[src/design/sef_pkg.sv]
// ============================================================================
// sef_pkg
// Shared constants and types for the STX/ETX escape frame encoder.
// ============================================================================
package sef_pkg;

  localparam int unsigned ByteW = 8;

  localparam logic [ByteW-1:0] MarkStart = 8'h02;
  localparam logic [ByteW-1:0] MarkEnd   = 8'h03;
  localparam logic [ByteW-1:0] MarkEsc   = 8'h10;
  localparam logic [ByteW-1:0] EscFlip   = 8'h80;

  localparam int unsigned QueueDepth = 2;

  // Step positions in the per-word emit mask, sent lowest first.
  localparam int unsigned StepStart = 0;
  localparam int unsigned StepEsc   = 1;
  localparam int unsigned StepData  = 2;
  localparam int unsigned StepEnd   = 3;
  localparam int unsigned NumSteps  = 4;

  typedef logic [NumSteps-1:0] step_mask_t;

  typedef struct packed {
    logic             start;
    logic             esc;
    logic [ByteW-1:0] data;
    logic             fin;
  } entry_t;

endpackage

[src/design/sef_if.sv]
// ============================================================================
// sef_in_if / sef_out_if
// Valid/ready channels carrying payload words in and line words out.
// ============================================================================
interface sef_in_if;
  import sef_pkg::*;

  logic             valid;
  logic             ready;
  logic [ByteW-1:0] payload_byte;
  logic             frame_end;

  modport source (output valid, output payload_byte, output frame_end, input ready);
  modport sink   (input valid, input payload_byte, input frame_end, output ready);
endinterface

interface sef_out_if;
  import sef_pkg::*;

  logic             valid;
  logic             ready;
  logic [ByteW-1:0] line_byte;
  logic             run_last;
  logic             frame_closed;

  modport source (output valid, output line_byte, output run_last, output frame_closed,
                  input ready);
  modport sink   (input valid, input line_byte, input run_last, input frame_closed,
                  output ready);
endinterface

[src/design/sef_front.sv]
// ============================================================================
// sef_front
// Accept payload words, track the open frame and classify each word.
// ============================================================================
module sef_front (
  input  logic            clk_i,
  input  logic            rst_ni,
  sef_in_if.sink          in_i,
  input  logic            full_i,
  output logic            push_o,
  output sef_pkg::entry_t entry_o
);
  import sef_pkg::*;

  logic frame_open_q, frame_open_d;

  always_comb begin
    in_i.ready    = !full_i;
    push_o        = in_i.valid && !full_i;
    entry_o.start = !frame_open_q;
    entry_o.esc   = (in_i.payload_byte == MarkStart) || (in_i.payload_byte == MarkEnd) ||
                    (in_i.payload_byte == MarkEsc);
    entry_o.data  = entry_o.esc ? (in_i.payload_byte + EscFlip) : in_i.payload_byte;
    entry_o.fin   = in_i.frame_end;
    frame_open_d  = frame_open_q;
    if (push_o) begin
      frame_open_d = !in_i.frame_end;
    end
  end

  always_ff @(posedge clk_i or negedge rst_ni) begin
    if (!rst_ni) begin
      frame_open_q <= 1'b0;
    end else begin
      frame_open_q <= frame_open_d;
    end
  end

endmodule

[src/design/sef_queue.sv]
// ============================================================================
// sef_queue
// Short queue of classified words between front and back.
// ============================================================================
module sef_queue #(
  parameter int unsigned Depth = sef_pkg::QueueDepth
) (
  input  logic            clk_i,
  input  logic            rst_ni,
  input  logic            push_i,
  input  sef_pkg::entry_t entry_i,
  output logic            full_o,
  input  logic            pop_i,
  output sef_pkg::entry_t entry_o,
  output logic            empty_o
);
  import sef_pkg::*;

  localparam int unsigned PtrW = (Depth > 1) ? $clog2(Depth) : 1;
  localparam int unsigned CntW = $clog2(Depth + 1);
  localparam logic [PtrW-1:0] PtrMax = PtrW'(Depth - 1);
  localparam logic [CntW-1:0] CntFull = CntW'(Depth);

  entry_t          mem_q [Depth];
  logic [PtrW-1:0] wr_ptr_q, wr_ptr_d;
  logic [PtrW-1:0] rd_ptr_q, rd_ptr_d;
  logic [CntW-1:0] cnt_q, cnt_d;
  logic            do_push, do_pop;

  always_comb begin
    full_o   = (cnt_q == CntFull);
    empty_o  = (cnt_q == '0);
    do_push  = push_i && !full_o;
    do_pop   = pop_i && !empty_o;
    entry_o  = mem_q[rd_ptr_q];
    wr_ptr_d = wr_ptr_q;
    rd_ptr_d = rd_ptr_q;
    cnt_d    = cnt_q;
    if (do_push) begin
      wr_ptr_d = (wr_ptr_q == PtrMax) ? '0 : wr_ptr_q + 1'b1;
    end
    if (do_pop) begin
      rd_ptr_d = (rd_ptr_q == PtrMax) ? '0 : rd_ptr_q + 1'b1;
    end
    if (do_push && !do_pop) begin
      cnt_d = cnt_q + 1'b1;
    end else if (do_pop && !do_push) begin
      cnt_d = cnt_q - 1'b1;
    end
  end

  always_ff @(posedge clk_i or negedge rst_ni) begin
    if (!rst_ni) begin
      wr_ptr_q <= '0;
      rd_ptr_q <= '0;
      cnt_q    <= '0;
    end else begin
      wr_ptr_q <= wr_ptr_d;
      rd_ptr_q <= rd_ptr_d;
      cnt_q    <= cnt_d;
    end
  end

  always_ff @(posedge clk_i) begin
    if (do_push) begin
      mem_q[wr_ptr_q] <= entry_i;
    end
  end

endmodule

[src/design/sef_back.sv]
// ============================================================================
// sef_back
// Expand each queued word into markers and escapes, one line word a cycle while out_o is ready.
// ============================================================================
module sef_back (
  input  logic            clk_i,
  input  logic            rst_ni,
  input  sef_pkg::entry_t entry_i,
  input  logic            empty_i,
  output logic            pop_o,
  sef_out_if.source       out_o
);
  import sef_pkg::*;

  step_mask_t       pending_q, pending_d;
  logic [ByteW-1:0] data_q, data_d;
  logic             out_valid_q, out_valid_d;
  logic [ByteW-1:0] out_byte_q, out_byte_d;
  logic             out_last_q, out_last_d;
  logic             out_closed_q, out_closed_d;

  logic             advance, use_entry;
  step_mask_t       eff_mask, sel, rest;
  logic [ByteW-1:0] eff_data;

  always_comb begin
    advance   = !out_valid_q || out_o.ready;
    use_entry = (pending_q == '0) && !empty_i;
    if (pending_q != '0) begin
      eff_mask = pending_q;
      eff_data = data_q;
    end else if (!empty_i) begin
      eff_mask = {entry_i.fin, 1'b1, entry_i.esc, entry_i.start};
      eff_data = entry_i.data;
    end else begin
      eff_mask = '0;
      eff_data = data_q;
    end
    sel  = eff_mask & (~eff_mask + 1'b1);
    rest = eff_mask & ~sel;

    pop_o        = advance && use_entry;
    pending_d    = pending_q;
    data_d       = data_q;
    out_valid_d  = out_valid_q;
    out_byte_d   = out_byte_q;
    out_last_d   = out_last_q;
    out_closed_d = out_closed_q;

    if (advance) begin
      out_valid_d  = (eff_mask != '0);
      pending_d    = rest;
      data_d       = eff_data;
      out_last_d   = (rest == '0);
      out_closed_d = sel[StepEnd];
      unique case (1'b1)
        sel[StepStart]: out_byte_d = MarkStart;
        sel[StepEsc]:   out_byte_d = MarkEsc;
        sel[StepData]:  out_byte_d = eff_data;
        sel[StepEnd]:   out_byte_d = MarkEnd;
        default:        out_byte_d = out_byte_q;
      endcase
    end

    out_o.valid        = out_valid_q;
    out_o.line_byte    = out_byte_q;
    out_o.run_last     = out_last_q;
    out_o.frame_closed = out_closed_q;
  end

  always_ff @(posedge clk_i or negedge rst_ni) begin
    if (!rst_ni) begin
      pending_q   <= '0;
      out_valid_q <= 1'b0;
    end else begin
      pending_q   <= pending_d;
      out_valid_q <= out_valid_d;
    end
  end

  always_ff @(posedge clk_i) begin
    data_q       <= data_d;
    out_byte_q   <= out_byte_d;
    out_last_q   <= out_last_d;
    out_closed_q <= out_closed_d;
  end

endmodule

[src/design/stx_etx_escape_frame_encoder.sv]
// ============================================================================
// stx_etx_escape_frame_encoder
// STX/ETX framing encoder with escape stuffing of marker bytes.
// ============================================================================
// Usage:
//   in_i  carries one payload word (payload_byte, frame_end) per handshake.
//   out_o carries one line word (line_byte, run_last, frame_closed).
//   A word expands to 1 to 4 line words: start marker when a frame opens,
//   escape plus flipped byte for marker bytes, end marker on frame_end.
//   The first line word of an accepted word passes through the queue memory
//   and then the output register before it appears on out_o.
//   Throughput: one line word per cycle from the back end while out_o is
//   ready; a word holds the back end until all of its line words are sent,
//   so plain mid-frame words flow at one per cycle.
//   The front accepts while the queue (QueueDepth words) has room, so it
//   keeps taking words while a finished line word waits on out_o.
//   Reset clears the queue, the output register and the open-frame flag;
//   the next word then opens a new frame.
//   A receiver stall holds the output word and backs up the queue, then
//   drops in_i.ready once the queue is full.
// ============================================================================
module stx_etx_escape_frame_encoder #(
  parameter int unsigned QueueDepth = sef_pkg::QueueDepth
) (
  input  logic      clk_i,
  input  logic      rst_ni,
  sef_in_if.sink    in_i,
  sef_out_if.source out_o
);
  import sef_pkg::*;

  entry_t front_entry, queue_entry;
  logic   push, pop, full, empty;

  sef_front u_front (
    .clk_i   (clk_i),
    .rst_ni  (rst_ni),
    .in_i    (in_i),
    .full_i  (full),
    .push_o  (push),
    .entry_o (front_entry)
  );

  sef_queue #(
    .Depth (QueueDepth)
  ) u_queue (
    .clk_i   (clk_i),
    .rst_ni  (rst_ni),
    .push_i  (push),
    .entry_i (front_entry),
    .full_o  (full),
    .pop_i   (pop),
    .entry_o (queue_entry),
    .empty_o (empty)
  );

  sef_back u_back (
    .clk_i   (clk_i),
    .rst_ni  (rst_ni),
    .entry_i (queue_entry),
    .empty_i (empty),
    .pop_o   (pop),
    .out_o   (out_o)
  );

  a_closed_is_end : assert property (@(posedge clk_i) disable iff (!rst_ni)
    out_o.valid && out_o.frame_closed |-> out_o.line_byte == MarkEnd && out_o.run_last)
    else $error("frame_closed on a word other than the final end marker");

  a_esc_not_last : assert property (@(posedge clk_i) disable iff (!rst_ni)
    out_o.valid && out_o.line_byte == MarkEsc |-> !out_o.run_last)
    else $error("escape word marked as last of its run");

  a_esc_followed : assert property (@(posedge clk_i) disable iff (!rst_ni)
    out_o.valid && out_o.ready && out_o.line_byte == MarkEsc |=>
      out_o.valid && (out_o.line_byte == (MarkStart + EscFlip) ||
                      out_o.line_byte == (MarkEnd + EscFlip) ||
                      out_o.line_byte == (MarkEsc + EscFlip)))
    else $error("escape word not followed by a flipped marker byte");

endmodule

[src/flat_wrapper.sv]
// flat-port wrapper written by rule: the top's interface ports become plain ports
module stx_etx_escape_frame_encoder_flat import sef_pkg::*;
#(
  parameter int unsigned QueueDepth = sef_pkg::QueueDepth
)
  (clk_i, rst_ni, in_i_valid, in_i_payload_byte, in_i_frame_end, in_i_ready, out_o_valid, out_o_line_byte, out_o_run_last, out_o_frame_closed, out_o_ready);
  sef_in_if in_i_i ();
  sef_out_if out_o_i ();
  input  logic clk_i;
  input  logic rst_ni;
  input wire logic [$bits(in_i_i.valid)-1:0] in_i_valid;
  input wire logic [$bits(in_i_i.payload_byte)-1:0] in_i_payload_byte;
  input wire logic [$bits(in_i_i.frame_end)-1:0] in_i_frame_end;
  output wire logic [$bits(in_i_i.ready)-1:0] in_i_ready;
  output wire logic [$bits(out_o_i.valid)-1:0] out_o_valid;
  output wire logic [$bits(out_o_i.line_byte)-1:0] out_o_line_byte;
  output wire logic [$bits(out_o_i.run_last)-1:0] out_o_run_last;
  output wire logic [$bits(out_o_i.frame_closed)-1:0] out_o_frame_closed;
  input wire logic [$bits(out_o_i.ready)-1:0] out_o_ready;
  assign in_i_i.valid = in_i_valid;
  assign in_i_i.payload_byte = in_i_payload_byte;
  assign in_i_i.frame_end = in_i_frame_end;
  assign in_i_ready = in_i_i.ready;
  assign out_o_valid = out_o_i.valid;
  assign out_o_line_byte = out_o_i.line_byte;
  assign out_o_run_last = out_o_i.run_last;
  assign out_o_frame_closed = out_o_i.frame_closed;
  assign out_o_i.ready = out_o_ready;
  stx_etx_escape_frame_encoder #(.QueueDepth(QueueDepth)) u_core (.clk_i(clk_i), .rst_ni(rst_ni), .in_i(in_i_i), .out_o(out_o_i));
endmodule
[config.mk]
export PLATFORM = sky130hd
export DESIGN_NAME = stx_etx_escape_frame_encoder_flat
export DESIGN_NICKNAME = d
export VERILOG_FILES = /design/src/design/sef_pkg.sv /design/src/design/sef_if.sv /design/src/design/sef_front.sv /design/src/design/sef_queue.sv /design/src/design/sef_back.sv /design/src/design/stx_etx_escape_frame_encoder.sv /design/src/flat_wrapper.sv
export SDC_FILE = /design/constraint.sdc
export NUM_CORES = 1
export LEC_CHECK = 0
export ABC_AREA = 1
export BUFFER_PORTS_ARGS = -buffer_cell sky130_fd_sc_hd__buf_4
export CAP_MARGIN = 10
export CELL_PAD_IN_SITES_DETAIL_PLACEMENT = 0
export CELL_PAD_IN_SITES_GLOBAL_PLACEMENT = 1
export CORE_MARGIN = 3
export CORE_UTILIZATION = 30
export DETAILED_ROUTE_END_ITERATION = 7
export GPL_ROUTABILITY_DRIVEN = 0
export GPL_TIMING_DRIVEN = 0
export PLACE_DENSITY_LB_ADDON = 0.1
export SYNTH_ARGS = -nofsm -noshare
export SYNTH_HDL_FRONTEND = slang
export SYNTH_SLANG_ARGS = --single-unit
export TNS_END_PERCENT = 10
[constraint.sdc]
create_clock -name clk_i -period 2.4 [get_ports clk_i]
set_clock_uncertainty 0.05 [all_clocks]
set_input_delay 0.48 -clock clk_i [delete_from_list [all_inputs] [get_ports clk_i]]
set_output_delay 0.48 -clock clk_i [all_outputs]
set_load 0.03 [all_outputs]
==> metrics.md, run 1 <==
| Metric | Value |
|---|---|
| DR DRC count | 0 |
| Clk buf depth | 2 |
| Detailed-route via count | 1287 |
| Critical-path top delay cell | a21oi_1 |
| Async SR Flop Fraction | 18.37% |
| Post-synth top flop | edfxtp_1 |
| RSZ-0062 raised after global routing | false |
| Root Buffer | clkbuf_8 |
| Hold depth | 1 |
| Gr usage total | 10.47% |
| Die width | 89.53 um |
| Yosys warnings | 0 |
| Startpoint Class | flop |
| Util after Layout | 37.97% |
| Pwr dens | 1476 mW/mm^2 |
| Worst reg2reg endpoint | u_core.u_back.out_o.line_byte[7] |
| Post-route ant nets | 0 |
| Final instance area | 0.002494 mm^2 |
| Max-Cap Viols | 0 |
| Buffer and inverter count on the worst path | 1 |
| Stages on worst setup path | 7 |
| Maximum clock frequency | 474.4 MHz |
| Cell accounting for the most synthesized area | edfxtp_1 |
| Crit end category | flop |
| DP Area | 0.002390 mm^2 |
| I/O Buffers | 24 |
| Worst setup path class | flop to flop |
| Worst rel slew slack | 34.31% |
| N_diodes | 0 |
| # rows | 29 |
| Post-synthesis sequential area ratio | 68.14% |
| Overall routed net length | 3682 um |
| Io pins | 25 |
| Post-synth top area share | 57.38% |
| Layout area overhead | 19.13% |
| Largest net degree at the start of global routing | 16 |
| Final period util | 87.83% |
| Top delay family on crit path | compound AO/OA/AOI/OAI gates |
| Routed vias/inst | 4.192 |
| Die outline area | 0.008016 mm^2 |
| Worst-Margin Slew | 0.9817 ns |
| Synth Instances | 181 |
| Yosys cell types | 28 |
| Setup bufs post-CTS | 0 |
| Mapped Avg Cell Area | 11.56 um^2 |
| First-pass GRT wire length | 6230 um |
| Routed len/inst | 11.99 um |
| Max FO, Critical Path | 8 |
| HPWL after DPL | 2775 um |
| Synth Cell Area | 0.002093 mm^2 |
| Layout cells sized above 1 | 24.77% |
| Clk_lat worst skew | 0.30 ns |
| Max VDD drop | 345.5 uV |
| Reg clk slew, reported paths | 0.09 ns |
| EDFF count, synth | 40 |
| Clock tree sinks | 49 |
| Drt pass-1 iters | 4 |
| Hold_sp | in_i_frame_end |
| Flop and latch count out of synthesis | 49 |
| Leakage | 0.001060 uW |
| Hold Path Class | input port to flop |
| Cell Chain, Critical Path | inv_2, nand2_1, nor2_4, nand2_4, nor2_1, nor2_2, a21oi_1 |
| Top post-synthesis cells by area | edfxtp_1, dfrtp_1, nand2_1 |
| CP arrival | 1.99 ns |
| Top cells by count, synth | edfxtp_1, nand2_1, inv_1, nor2_1, o21ai_0 |
| Syn_nets | 195 |
| CP max stage delay | 0.59 ns |
| Layout Nets | 227 |
| Max Slew Vio Count | 0 |
| Vias in the first global route | 1283 |
| Most numerous cell in the Yosys netlist | edfxtp_1 |
| Starting Density | 31.87% |
| Setup TNS | 0 ns |
| Fill count | 663 |
| Reg2reg path depth | 7 |
| # setup viols final | 0 |
| Die Y | 89.53 um |
| Initial DRC Count | 37 |
| Final Hold Fails | 0 |
| CTS tree | done |
| Hold Path End | u_core.u_queue.mem_q[1][0] |
| H-tree Lvls | 2 |
| Tmin final | 2.108 ns |
| Status | finished, final reports clean |
| Initial antenna violation count | 0 |
| CTS Buf Count | 5 |
| Resize count post-CTS | 0 |
| Gr ovfl total | 0 |
| R2R Path Start | u_core.u_back.pending_q[3] |
| FF-to-FF setup slack | 0.29 ns |
| Core Area | 0.006568 mm^2 |
| Required time worst endpoint | 2.28 ns |
-- timing repair --
action	4_1_cts	5_1_grt
hold endpoints to repair	9	0
endpoints found under the setup margin	0	0
hold buffers	1	0
-- metrics by stage --
stage	hold WS [ns]	power [uW]	std cells	worst slack, ns
floorplan	0.1344	2763	181	0.4954
global placement	0.2664	3184	298	0.2430
detailed placement	0.2652	3229	298	0.1842
CTS	0.3091	3734	307	0.2798
global route	0.3026	3980	307	0.1269
finish	0.3170	3680	307	0.2922
-- worst reg2reg max path, cell delays in order (launching register included) --
cell and delay, ns:
dfrtp_1 0.42, inv_2 0.10, nand2_1 0.09, nor2_4 0.16, nand2_4 0.09, nor2_1 0.16, nor2_2 0.08, a21oi_1 0.59
-- flip-flops by register name (all words and copies together), names as in the netlist --
register / flops
u_core.u_queue.rd_ptr_q: 1
u_core.u_queue.wr_ptr_q: 1
u_core.u_back.pending_q: 3
u_core.u_queue.mem_q: 22
u_core.u_back.out_o.valid: 1
u_core.u_back.out_o.frame_closed: 1
u_core.u_back.out_o.run_last: 1
u_core.u_front.frame_open_q: 1
u_core.u_back.out_o.line_byte: 8
u_core.u_back.data_q: 8
u_core.u_queue.cnt_q: 2
-- placed cells by master (no fill, tap or decap), drive strengths merged --
master       instances
xor2                 1
a21oi                4
o21a                 1
edfxtp              40
nor2                22
dlygate4sd3          1
dfrtp                9
nor3                 1
nand3                7
a21boi               1
nand2               42
clkinvlp             1
inv                 23
o211ai               1
buf                 26
mux2i                3
xnor2                2
o21ai               15
or2                  5
a22oi                1
clkbuf               7
ha                   1
-- power by group --
group | switching [uW] | internal [uW]
Combinational | 1100 | 588
Clock | 265 | 234
Sequential | 112 | 1380
-- logic make-up (layout without fill, tap and decap cells) --
logic type | after synthesis | in the layout | share of synthesized area (%)
DFF | 49 | 49 | 68.14
adders and majority gates | 1 | 1 | 0.5976
muxes | 3 | 3 | 1.435
buffers and inverters | 25 | 58 | 5.200
xor gates and xnor gates | 3 | 3 | 1.255
AOI/OAI and AO/OA | 23 | 23 | 6.336
and+or+nand+nor | 77 | 77 | 17.03
-- cell type report --
| cell class | count | area (um^2) | area share, % |
|---|---|---|---|
| repair buffers | 25 | 190.2 | 7.627 |
| inverters | 23 | 86.33 | 3.462 |
| well taps | 93 | 116.4 | 4.666 |
| multi-input cells | 107 | 558.0 | 22.38 |
| clock buffers | 7 | 86.33 | 3.462 |
| flip-flops and latches | 49 | 1426 | 57.20 |
| clock inverters | 1 | 7.507 | 0.3011 |
| plain buffers | 2 | 22.52 | 0.9032 |
-- per-layer routing --
layer	global-route usage [%]	share of wire, %	vias up
li1	-	-	665
met1	13.81	50	593
met2	16.28	45	25
met3	3.041	4.1	4
met4	4.060	1.2	0
met5	0	0	-
-- worst max path at each step --
stage | from | endpoint | slack, ns
4_1_cts | u_core.u_back.pending_q[3] | u_core.u_back.out_o.line_byte[5] | 0.28
5_1_grt | u_core.u_back.pending_q[3] | u_core.u_back.out_o.line_byte[7] | 0.13
3_3_place_gp | out_o_ready | u_core.u_queue.cnt_q[1] | 0.24
3_5_place_dp | out_o_ready | u_core.u_queue.cnt_q[1] | 0.18
2_1_floorplan | u_core.u_back.out_o.valid | u_core.u_queue.cnt_q[1] | 0.50
6_report | u_core.u_back.pending_q[3] | u_core.u_back.out_o.line_byte[7] | 0.29
No activity file was read; power rests on OpenSTA's default activity.
==> run 2, diff against run 1 <==
- CORE_ASPECT_RATIO: unset -> 1.5
==> metrics.md, run 2 (synthesized netlist as in run 1, its figures left out) <==
| Metric | Value |
|---|---|
| Core Area | 0.006621 mm^2 |
| Crit end category | flop |
| DP Area | 0.002369 mm^2 |
| Vias in the first global route | 1311 |
| Clk_lat worst skew | 0.29 ns |
| Root Buffer | clkbuf_8 |
| Gr usage total | 10.10% |
| Final instance area | 0.002469 mm^2 |
| Switching power | 1488 uW |
| Clk pwr share | 13.0% |
| Critical path capture point | u_core.u_back.out_o.line_byte[1] |
| Routed vias/inst | 4.452 |
| Drt pass-1 iters | 4 |
| Pwr dens | 1483 mW/mm^2 |
| Status | finished, final reports clean |
| CP arrival | 2.00 ns |
| Hold_ws | 0.3206 ns |
| Layout Nets | 227 |
| First-pass GRT wire length | 6113 um |
| Largest net degree at the start of global routing | 17 |
| HPWL after DPL | 2715 um |
| Max FO, Critical Path | 8 |
| Sequential share of power | 40.7% |
| Reg clk slew, reported paths | 0.09 ns |
| Io pins | 25 |
| Detailed-route via count | 1291 |
| Worst rel slew slack | 31.68% |
| H-tree Lvls | 2 |
| Starting Density | 31.61% |
| FF-to-FF setup slack | 0.29 ns |
| Clk buf depth | 2 |
| Int Pwr | 2174 uW |
| # rows | 36 |
| Tmin final | 2.114 ns |
| Net Sw Frac | 40.63% |
| Initial DRC Count | 65 |
| Startpoint Class | flop |
| Final Hold Fails | 0 |
| Combinational share of power | 46.3% |
| Worst Setup SP | u_core.u_back.pending_q[3] |
| Gr ovfl total | 0 |
| Reg2reg path depth | 7 |
| Setup TNS | 0 ns |
| Buffer and inverter count on the worst path | 1 |
| Final period util | 88.09% |
| Die outline area | 0.008037 mm^2 |
| Layout cells sized above 1 | 25.23% |
| Worst-Margin Slew | 1.021 ns |
| Post-route ant nets | 0 |
| CP max stage delay | 0.61 ns |
| Largest Register | u_core.u_queue.mem_q |
| Initial antenna violation count | 0 |
| Layout area overhead | 17.93% |
| Die Y | 108.3 um |
| RSZ-0062 raised after global routing | false |
| Leakage | 0.001060 uW |
| Routed len/inst | 12.51 um |
| Max VDD drop | 405.3 uV |
| Die width | 74.21 um |
| Max-Cap Viols | 0 |
| Required time worst endpoint | 2.28 ns |
| Overall routed net length | 3628 um |
| Clock tree sinks | 49 |
| Top delay family on crit path | compound AO/OA/AOI/OAI gates |
| R2R Path Start | u_core.u_back.pending_q[3] |
| Stages on worst setup path | 7 |
| I/O Buffers | 24 |
| Most frequent cells in the layout | edfxtp_1, nand2_1, buf_4 |
| Max Slew Vio Count | 0 |
| # setup viols final | 0 |
| Fill count | 660 |
| Maximum clock frequency | 473.0 MHz |
| Total power | 3661 uW |
| DR DRC count | 0 |
| Hold Path Class | input port to flop |
| Cell Chain, Critical Path | inv_2, nand2_1, nor2_4, nand2_4, nor2_1, nor2_2, a21oi_1 |
| Worst reg2reg endpoint | u_core.u_back.out_o.line_byte[1] |
| Critical-path top delay cell | a21oi_1 |
| Worst setup path class | flop to flop |
| Max reg flops | 22 |
| CTS tree | done |
| N_diodes | 0 |
| Most common cell after layout, fill and taps aside | edfxtp_1 |
| CTS Buf Count | 5 |
-- run 2: power by group through the flow --
stage | logic, uW | registers (uW) | clock network (uW)
6_report | 1700 | 1490 | 477
5_1_grt | 1910 | 1520 | 535
4_1_cts | 1720 | 1490 | 506
3_5_place_dp | 1710 | 1510 | 0
3_3_place_gp | 1690 | 1500 | 0
2_1_floorplan | 1090 | 1670 | 0
-- run 2: final cells by class --
cell class              instances  area, um^2  area share (%)
flip-flops and latches         49        1426           57.78
clock inverters                 3       21.27          0.8616
clock buffers                   5       68.82           2.788
plain buffers                   2       22.52          0.9123
multi-input cells             107       558.0           22.61
well taps                      76       95.09           3.852
repair buffers                 25       190.2           7.704
inverters                      23       86.33           3.497
-- run 2: per-stage QoR --
stage               setup slack (ns)  std cells  utilization (%)
CTS                           0.2344        290            37.28
global route                 0.06946        290            37.28
floorplan                     0.4954        181                -
finish                        0.2857        290            37.28
global placement              0.2479        281            35.77
detailed placement            0.1714        281            35.77
-- run 2: what timing repair did --
item                                   4_1_cts  5_1_grt
endpoints found under the hold margin        9        0
resized for setup                            0        0
setup buffers                                0        0
hold buffers                                 1        0
-- run 2: worst min-delay path by stage --
stage                               startpoint                          to  slack [ns]  cells after the start
after CTS                 in_i_payload_byte[5]  u_core.u_queue.mem_q[1][6]        0.31                      1
final                     in_i_payload_byte[5]  u_core.u_queue.mem_q[1][6]        0.32                      1
after detailed placement                rst_ni     u_core.u_queue.wr_ptr_q        0.27                      1
after floorplan                         rst_ni   u_core.u_back.out_o.valid        0.13                      0
after global placement                  rst_ni     u_core.u_queue.wr_ptr_q        0.27                      1
after global routing      in_i_payload_byte[5]  u_core.u_queue.mem_q[1][6]        0.30                      1
-- run 2: per-layer routing --
metal  up-vias  track usage, %  share of wire, %
li1        666               -                 -
met1       599           11.59                43
met2        24           17.77                52
met3         2           2.326               4.3
met4         0           3.886              0.80
met5         -               0                 0
